$ cat src/rtl/assert_macros.svh
// ----------------------------------------------------------------------------
// Assertion macros
// Shared concurrent assertion helpers; define ASSERT_OFF to drop them.
// ----------------------------------------------------------------------------
`ifndef ASSERT_MACROS_SVH
`define ASSERT_MACROS_SVH

`ifndef ASSERT_OFF

// Same-cycle implication, disabled during reset
`define ASSERT_IMPLY(label, clk, rst_n, ante, cons, msg) \
	label: assert property (@(posedge clk) disable iff (!(rst_n)) (ante) |-> (cons)) \
		else $error(msg);

// Next-cycle implication, disabled during reset
`define ASSERT_NEXT(label, clk, rst_n, ante, cons, msg) \
	label: assert property (@(posedge clk) disable iff (!(rst_n)) (ante) |=> (cons)) \
		else $error(msg);

`else

`define ASSERT_IMPLY(label, clk, rst_n, ante, cons, msg)
`define ASSERT_NEXT(label, clk, rst_n, ante, cons, msg)

`endif

`endif

$ cat src/rtl/sitoa_pkg.sv
// ----------------------------------------------------------------------------
// sitoa_pkg
// Constants and helper functions for the signed integer to ASCII converter.
// ----------------------------------------------------------------------------
package sitoa_pkg;

	localparam int DATA_W     = 32;
	localparam int NUM_DIGITS = 10;
	localparam int BCD_W      = 4 * NUM_DIGITS;
	localparam int CNT_W      = $clog2(DATA_W);
	localparam int LEFT_W     = $clog2(NUM_DIGITS + 1);

	localparam logic [7:0] SYM_MINUS = 8'd45;
	localparam logic [7:0] SYM_ZERO  = 8'd48;

	typedef logic [DATA_W-1:0] data_t;
	typedef logic [BCD_W-1:0]  bcd_t;

	// Add 3 to every digit of 5 or more (one double-dabble correction)
	function automatic bcd_t bcd_adjust(input bcd_t d);
		bcd_t r;
		r = d;
		for (int i = 0; i < NUM_DIGITS; i++) begin
			if (d[4*i +: 4] >= 4'd5) begin
				r[4*i +: 4] = d[4*i +: 4] + 4'd3;
			end
		end
		return r;
	endfunction

	// True when every digit is a decimal digit
	function automatic logic bcd_ok(input bcd_t d);
		logic ok;
		ok = 1'b1;
		for (int i = 0; i < NUM_DIGITS; i++) begin
			if (d[4*i +: 4] > 4'd9) begin
				ok = 1'b0;
			end
		end
		return ok;
	endfunction

endpackage

$ cat src/rtl/signed_int_to_decimal_ascii.sv
// ----------------------------------------------------------------------------
// signed_int_to_decimal_ascii
// Converts a signed 32-bit integer to its decimal ASCII text.
// ----------------------------------------------------------------------------
// Usage:
//   Input channel (in_valid/in_ready, value): one signed 32-bit request.
//   Output channel (out_valid/out_ready, char_code, is_last): the decimal
//   text, one character per transfer, most significant first. A '-' leads
//   negative numbers, leading zeros are dropped, zero gives a single '0'.
//   is_last marks the final character of each number.
// Timing:
//   One shift-and-correct unit turns the magnitude into ten BCD digits,
//   then leading zero digits are dropped, then the characters leave at one
//   per cycle while the receiver keeps up (1 to 11 of them). The next
//   request is taken the cycle after the last character is loaded.
//   in_ready is high only while the sequencer is idle.
// Reset and stalls:
//   arst_n clears the sequencer and the output valid; no data is held over.
//   A stalled receiver freezes the output register, and the sequencer waits once it is ready to emit.
// ----------------------------------------------------------------------------
`include "assert_macros.svh"

module signed_int_to_decimal_ascii (
	input  logic                   clk,
	input  logic                   arst_n,
	input  logic                   in_valid,
	output logic                   in_ready,
	input  sitoa_pkg::data_t       value,
	output logic                   out_valid,
	input  logic                   out_ready,
	output logic [7:0]             char_code,
	output logic                   is_last
);
	import sitoa_pkg::*;

	typedef enum logic [1:0] {
		ST_IDLE,
		ST_CONV,
		ST_SKIP,
		ST_EMIT
	} state_t;

	localparam logic [CNT_W-1:0]  CONV_LAST = CNT_W'(DATA_W - 1);
	localparam logic [LEFT_W-1:0] ALL_DIGITS = LEFT_W'(NUM_DIGITS);
	localparam logic [LEFT_W-1:0] ONE_DIGIT  = LEFT_W'(1);

	state_t              state_q;
	data_t               mag_q;
	bcd_t                bcd_q;
	logic [CNT_W-1:0]    cnt_q;
	logic [LEFT_W-1:0]   left_q;
	logic                neg_q;
	logic                out_valid_q;
	logic [7:0]          char_code_q;
	logic                is_last_q;

	logic                in_fire;
	logic                out_fire;
	logic                out_free;
	logic                in_emit;
	logic                tail_busy;
	logic [3:0]          top_digit;
	bcd_t                bcd_adj;

	assign in_ready  = (state_q == ST_IDLE);
	assign in_fire   = in_valid && in_ready;
	assign out_fire  = out_valid_q && out_ready;
	assign out_free  = !out_valid_q || out_ready;
	assign in_emit   = (state_q == ST_EMIT);
	assign tail_busy = (state_q == ST_SKIP) || (state_q == ST_EMIT);
	assign top_digit = bcd_q[BCD_W-1 -: 4];
	assign bcd_adj   = bcd_adjust(bcd_q);

	assign out_valid = out_valid_q;
	assign char_code = char_code_q;
	assign is_last   = is_last_q;

	// Sequencer, conversion datapath and output register
	always_ff @(posedge clk or negedge arst_n) begin
		if (!arst_n) begin
			state_q     <= ST_IDLE;
			out_valid_q <= 1'b0;
			cnt_q       <= '0;
			left_q      <= '0;
			neg_q       <= 1'b0;
		end else begin
			// drop the output once taken; in the emit state a new character refills it
			if (out_fire && !in_emit) begin
				out_valid_q <= 1'b0;
			end
			case (state_q)
				ST_IDLE: begin
					if (in_fire) begin
						neg_q   <= value[DATA_W-1];
						mag_q   <= value[DATA_W-1] ? (data_t'(0) - value) : value;
						bcd_q   <= '0;
						cnt_q   <= '0;
						state_q <= ST_CONV;
					end
				end
				ST_CONV: begin
					// correct digits, then shift in the next magnitude bit
					bcd_q <= {bcd_adj[BCD_W-2:0], mag_q[DATA_W-1]};
					mag_q <= {mag_q[DATA_W-2:0], 1'b0};
					cnt_q <= cnt_q + 1'b1;
					if (cnt_q == CONV_LAST) begin
						left_q  <= ALL_DIGITS;
						state_q <= ST_SKIP;
					end
				end
				ST_SKIP: begin
					// drop leading zero digits, keep at least one
					if (top_digit == 4'd0 && left_q != ONE_DIGIT) begin
						bcd_q  <= {bcd_q[BCD_W-5:0], 4'd0};
						left_q <= left_q - 1'b1;
					end else begin
						state_q <= ST_EMIT;
					end
				end
				ST_EMIT: begin
					if (out_free) begin
						out_valid_q <= 1'b1;
						if (neg_q) begin
							char_code_q <= SYM_MINUS;
							is_last_q   <= 1'b0;
							neg_q       <= 1'b0;
						end else begin
							char_code_q <= SYM_ZERO + {4'd0, top_digit};
							is_last_q   <= (left_q == ONE_DIGIT);
							bcd_q       <= {bcd_q[BCD_W-5:0], 4'd0};
							left_q      <= left_q - 1'b1;
							if (left_q == ONE_DIGIT) begin
								state_q <= ST_IDLE;
							end
						end
					end
				end
				default: begin
					state_q <= ST_IDLE;
				end
			endcase
		end
	end

	// Checks
	`ASSERT_IMPLY(a_bcd_legal, clk, arst_n, tail_busy, bcd_ok(bcd_q), "BCD digit out of range")
	`ASSERT_IMPLY(a_emit_left, clk, arst_n, in_emit, left_q != '0, "emit with no digits left")
	`ASSERT_NEXT(a_run_cont, clk, arst_n, out_fire && !is_last_q, out_valid_q || in_emit, "run broken")

endmodule

$ cat config.mk
export PLATFORM = sky130hd
export DESIGN_NAME = signed_int_to_decimal_ascii
export DESIGN_NICKNAME = d
export VERILOG_FILES = /design/src/rtl/sitoa_pkg.sv /design/src/rtl/signed_int_to_decimal_ascii.sv
export VERILOG_INCLUDE_DIRS = /design/src /design/src/rtl
export SDC_FILE = /design/constraint.sdc
export NUM_CORES = 1
export LEC_CHECK = 0
export ABC_AREA = 1
export BUFFER_PORTS_ARGS = -buffer_cell sky130_fd_sc_hd__buf_2
export CORE_ASPECT_RATIO = 1.1
export CORE_MARGIN = 4
export CORE_UTILIZATION = 60
export CTS_CLUSTER_SIZE = 25
export DETAILED_ROUTE_END_ITERATION = 12
export HOLD_SLACK_MARGIN = 0.08
export PLACE_DENSITY_LB_ADDON = 0.08
export SETUP_SLACK_MARGIN = 0.02
export SLEW_MARGIN = 20
export SYNTH_ARGS = -nofsm -noshare
export SYNTH_HDL_FRONTEND = slang
export SYNTH_SLANG_ARGS = --single-unit
$ cat constraint.sdc
create_clock -name clk -period 6.4 [get_ports clk]
set_input_delay 0.64 -clock clk [delete_from_list [all_inputs] [get_ports clk]]
set_output_delay 0.64 -clock clk [all_outputs]
set_load 0.02 [all_outputs]
==> metrics.log <==
INFO  metric power_density = 444 nW/µm²
INFO  metric drt_drc_violations_left = 0
INFO  metric first_pass_iters = 4
INFO  metric num_vias = 5137
INFO  metric vias_per_cell = 5.45
INFO  metric maximum_number_of_pins_on_one_net_before_global_route_repair = 65
INFO  metric synth_flop_cell = sky130_fd_sc_hd__edfxtp_1
INFO  metric floorplan.rows = 38
INFO  metric initial_utilization = 61.3%
INFO  metric syn2layout_area_growth = 8.65%
INFO  metric finalWirelength = 12400 µm
INFO  metric die_h = 113 µm
INFO  metric grt_overflow = 0
INFO  metric multiInputGateArea = 2860 µm²
INFO  metric worstHoldPathType = in2async
INFO  metric fillers = 840
INFO  metric maxSlewViolCount = 0
INFO  metric maximum_fanout_encountered_on_the_critical_timing_path = 64
INFO  metric setup.worst_path.start_class = register
INFO  metric cts-root-to-sink-buffers = 2
INFO  metric dp.cells = 925
INFO  metric syn_avg_cell_area = 7.67 µm²
INFO  metric register_area_share_after_synthesis = 44.5%
INFO  metric grt_util_all_layers = 23.1%
INFO  metric setup_repair_after_global_routing_missed_its_margin = no
INFO  metric crit_path_end_kind = register
INFO  metric clk_root_buf = sky130_fd_sc_hd__clkbuf_8
INFO  metric finalSetupTns = 0 ns
INFO  metric synth_async_sr_flop_share = 14.3%
INFO  metric rr_startpoint = state_q[1]
INFO  metric cts.sinks = 91
INFO  metric drt_iter0_drc = 295
INFO  metric regArea = 2670 µm²
INFO  metric cts_setup_buffers = 0
INFO  metric timing.fmax = 425 MHz
INFO  metric tightest_slew = 0.859 ns
INFO  metric finish.net_count = 884
INFO  metric cts_resized = 0
INFO  metric irDropWorstVdd = 0.239 mV
INFO  metric postLayoutSetupSlackWorst = 4.05 ns
INFO  metric cts-htree-levels = 3
INFO  metric cap_violations = 0
INFO  metric grt_pass1_wl = 21900 µm
INFO  metric antenna_found_initial = 0
INFO  metric crit_required = 6.58 ns
INFO  metric placement.setup.worst_slack = 3.91 ns
INFO  metric die_width = 103 µm
INFO  metric clock_skew = 0.0151 ns
INFO  metric synth.yosys.warnings = 0
INFO  metric startpoint = state_q[1]
INFO  metric static-leakage-power = 0.00293 µW
INFO  metric slew-limit-headroom = 42.3%
INFO  metric setup_viol_count_final = 0
INFO  metric run_status = finished, final reports clean
INFO  metric post_synth_instance_area = 6000 µm²
INFO  metric final_common_cell = sky130_fd_sc_hd__nand2_1
INFO  metric post_cts_hold_buffer_count = 0
INFO  metric layout.cells.most_common_list = sky130_fd_sc_hd__nand2_1, sky130_fd_sc_hd__nor2_1, sky130_fd_sc_hd__inv_1
INFO  metric placement.io_buffers = 43
INFO  metric hold_viol_final = 0
INFO  metric synth-edff-count = 78
INFO  metric synth-seq-cells = 91
INFO  metric fin_cells = 942
INFO  metric floorplan.io_pins = 47
INFO  metric gp_congestion = 0.838
INFO  metric period_minus_slack = 2.35 ns
INFO  metric core = 9790 µm²
INFO  metric minimum_setup_slack_among_reg_to_reg_paths = 4.05 ns
INFO  metric worstSetupPathType = reg2reg
INFO  metric first_global_vias = 5040
INFO  metric post_drt_wl_per_cell = 13.2 µm
INFO  metric share_of_layout_cells_above_drive_strength_1 = 10.1%
INFO  metric design.die.area = 11700 µm²
INFO  metric diodes = 0
INFO  metric number_of_cell_instances_on_the_worst_register_to_register_path = 7
INFO  metric worstSkewPairLatency = 0.36 ns
INFO  metric clkSlewWorstSetupHoldPaths = 0.09 ns
INFO  metric crit_path_end = bcd_q[2]
INFO  metric yosys.cell_types.count = 39
INFO  metric ant_nets = 0
INFO  metric tritoncts_clock_tree = done
INFO  metric numCtsBuffers = 9
INFO  metric regToRegEndpoint = bcd_q[2]
INFO  metric synth_cells = 782
INFO  metric detailedPlacementHpwl = 8880 µm
INFO  metric crit_arrival = 2.53 ns
INFO  metric final_min_period_over_clock_period = 36.8%
[report_power, final]
| part | switching, µW | leakage [µW] | internal (µW) |
|---|---|---|---|
| sequential | 147 | 0.000912 | 993 |
| combinational | 902 | 0.00191 | 428 |
| clock | 196 | 0.000107 | 229 |
| total | 1250 | 0.00293 | 1650 |
[per-stage QoR]
step	total power (µW)	hold WS (ns)	utilization (%)	cell area [µm²]
floorplan	2150	0.344	-	6000
global placement	2400	0.466	64.1	6280
detailed placement	2470	0.479	64.1	6280
CTS	2900	0.151	66.4	6500
global route	3190	0.155	66.6	6520
finish	2900	0.154	66.6	6520
[worst max-delay path: stages, from the launching register on]
cell and delay [ns]:
sky130_fd_sc_hd__dfrtp_1 0.42, sky130_fd_sc_hd__inv_1 0.11, sky130_fd_sc_hd__ha_1 0.15, sky130_fd_sc_hd__buf_4 0.44
sky130_fd_sc_hd__inv_2 0.04, sky130_fd_sc_hd__buf_4 0.34, sky130_fd_sc_hd__or2_2 0.42, sky130_fd_sc_hd__a211oi_1 0.24
[area by class of cell]
cell class / count / share of cell area [%]
multi-input cells: 571 / 43.8
clock inverters: 5 / 1.17
repair buffers: 48 / 4.07
clock buffers: 11 / 2.17
inverters: 96 / 5.57
flip-flops and latches: 91 / 40.9
well taps: 120 / 2.30
[worst min path at each step]
stage,slack (ns),end,from,cells after the start
2_1_floorplan,0.34,cnt_q[0],arst_n,0
3_3_place_gp,0.47,cnt_q[4],cnt_q[4],2
6_report,0.15,left_q[2],arst_n,1
4_1_cts,0.15,cnt_q[1],arst_n,1
3_5_place_dp,0.48,left_q[1],left_q[1],2
5_1_grt,0.16,cnt_q[1],arst_n,1
[state kept, by name, indices dropped and copies added, names as in the netlist]
signal	flops
left_q	4
mag_q	32
is_last	1
cnt_q	5
bcd_q	40
char_code	5
out_valid	1
state_q	2
neg_q	1
[logic make-up (layout without fill, tap and decap cells)]
| logic type | count (synthesis) | after routing | synth area share, % |
|---|---|---|---|
| buffers and inverters | 121 | 160 | 8.17 |
| adder cells (fa/ha/maj) | 31 | 31 | 6.46 |
| other | 2 | 3 | 0.125 |
| AND/OR/NAND/NOR | 392 | 392 | 27.3 |
| flip-flops | 91 | 91 | 44.5 |
| XOR/XNOR | 13 | 13 | 1.90 |
| AO/OA/AOI/OAI | 132 | 132 | 11.6 |
[synthesized netlist by cell type (2+ instances only)]
library cell | count | share of area (%)
sky130_fd_sc_hd__o21ai_0 | 51 | 4.3
sky130_fd_sc_hd__nand4_1 | 10 | 1.0
sky130_fd_sc_hd__dfrtp_1 | 13 | 5.4
sky130_fd_sc_hd__inv_2 | 4 | 0.25
sky130_fd_sc_hd__a31oi_1 | 2 | 0.21
sky130_fd_sc_hd__inv_1 | 91 | 5.7
sky130_fd_sc_hd__conb_1 | 2 | 0.13
sky130_fd_sc_hd__nor2_1 | 107 | 6.7
sky130_fd_sc_hd__nand2_2 | 3 | 0.31
sky130_fd_sc_hd__a211oi_1 | 2 | 0.25
sky130_fd_sc_hd__nor3_1 | 3 | 0.25
sky130_fd_sc_hd__buf_4 | 4 | 0.50
sky130_fd_sc_hd__nand3b_1 | 2 | 0.25
sky130_fd_sc_hd__a21oi_1 | 68 | 5.7
sky130_fd_sc_hd__or2_0 | 2 | 0.21
sky130_fd_sc_hd__clkbuf_1 | 8 | 0.50
sky130_fd_sc_hd__buf_1 | 3 | 0.19
sky130_fd_sc_hd__edfxtp_1 | 78 | 39
sky130_fd_sc_hd__buf_2 | 9 | 0.75
sky130_fd_sc_hd__nor2_2 | 4 | 0.42
sky130_fd_sc_hd__xor2_1 | 13 | 1.9
sky130_fd_sc_hd__ha_1 | 31 | 6.5
sky130_fd_sc_hd__nand3_1 | 57 | 4.8
sky130_fd_sc_hd__nand2_1 | 199 | 12
sky130_fd_sc_hd__o21ai_2 | 2 | 0.29
[per-layer routing]
metal / GRT usage [%] / vias to the layer above / wire length (µm)
met1: 29.8 / 2359 / 5550
met3: 3.64 / 13 / 552
li1: - / 2634 / -
met4: 7.60 / 0 / 168
met2: 39.3 / 131 / 6150
met5: 0 / - / 0
Power figures use the tool's default switching activity.
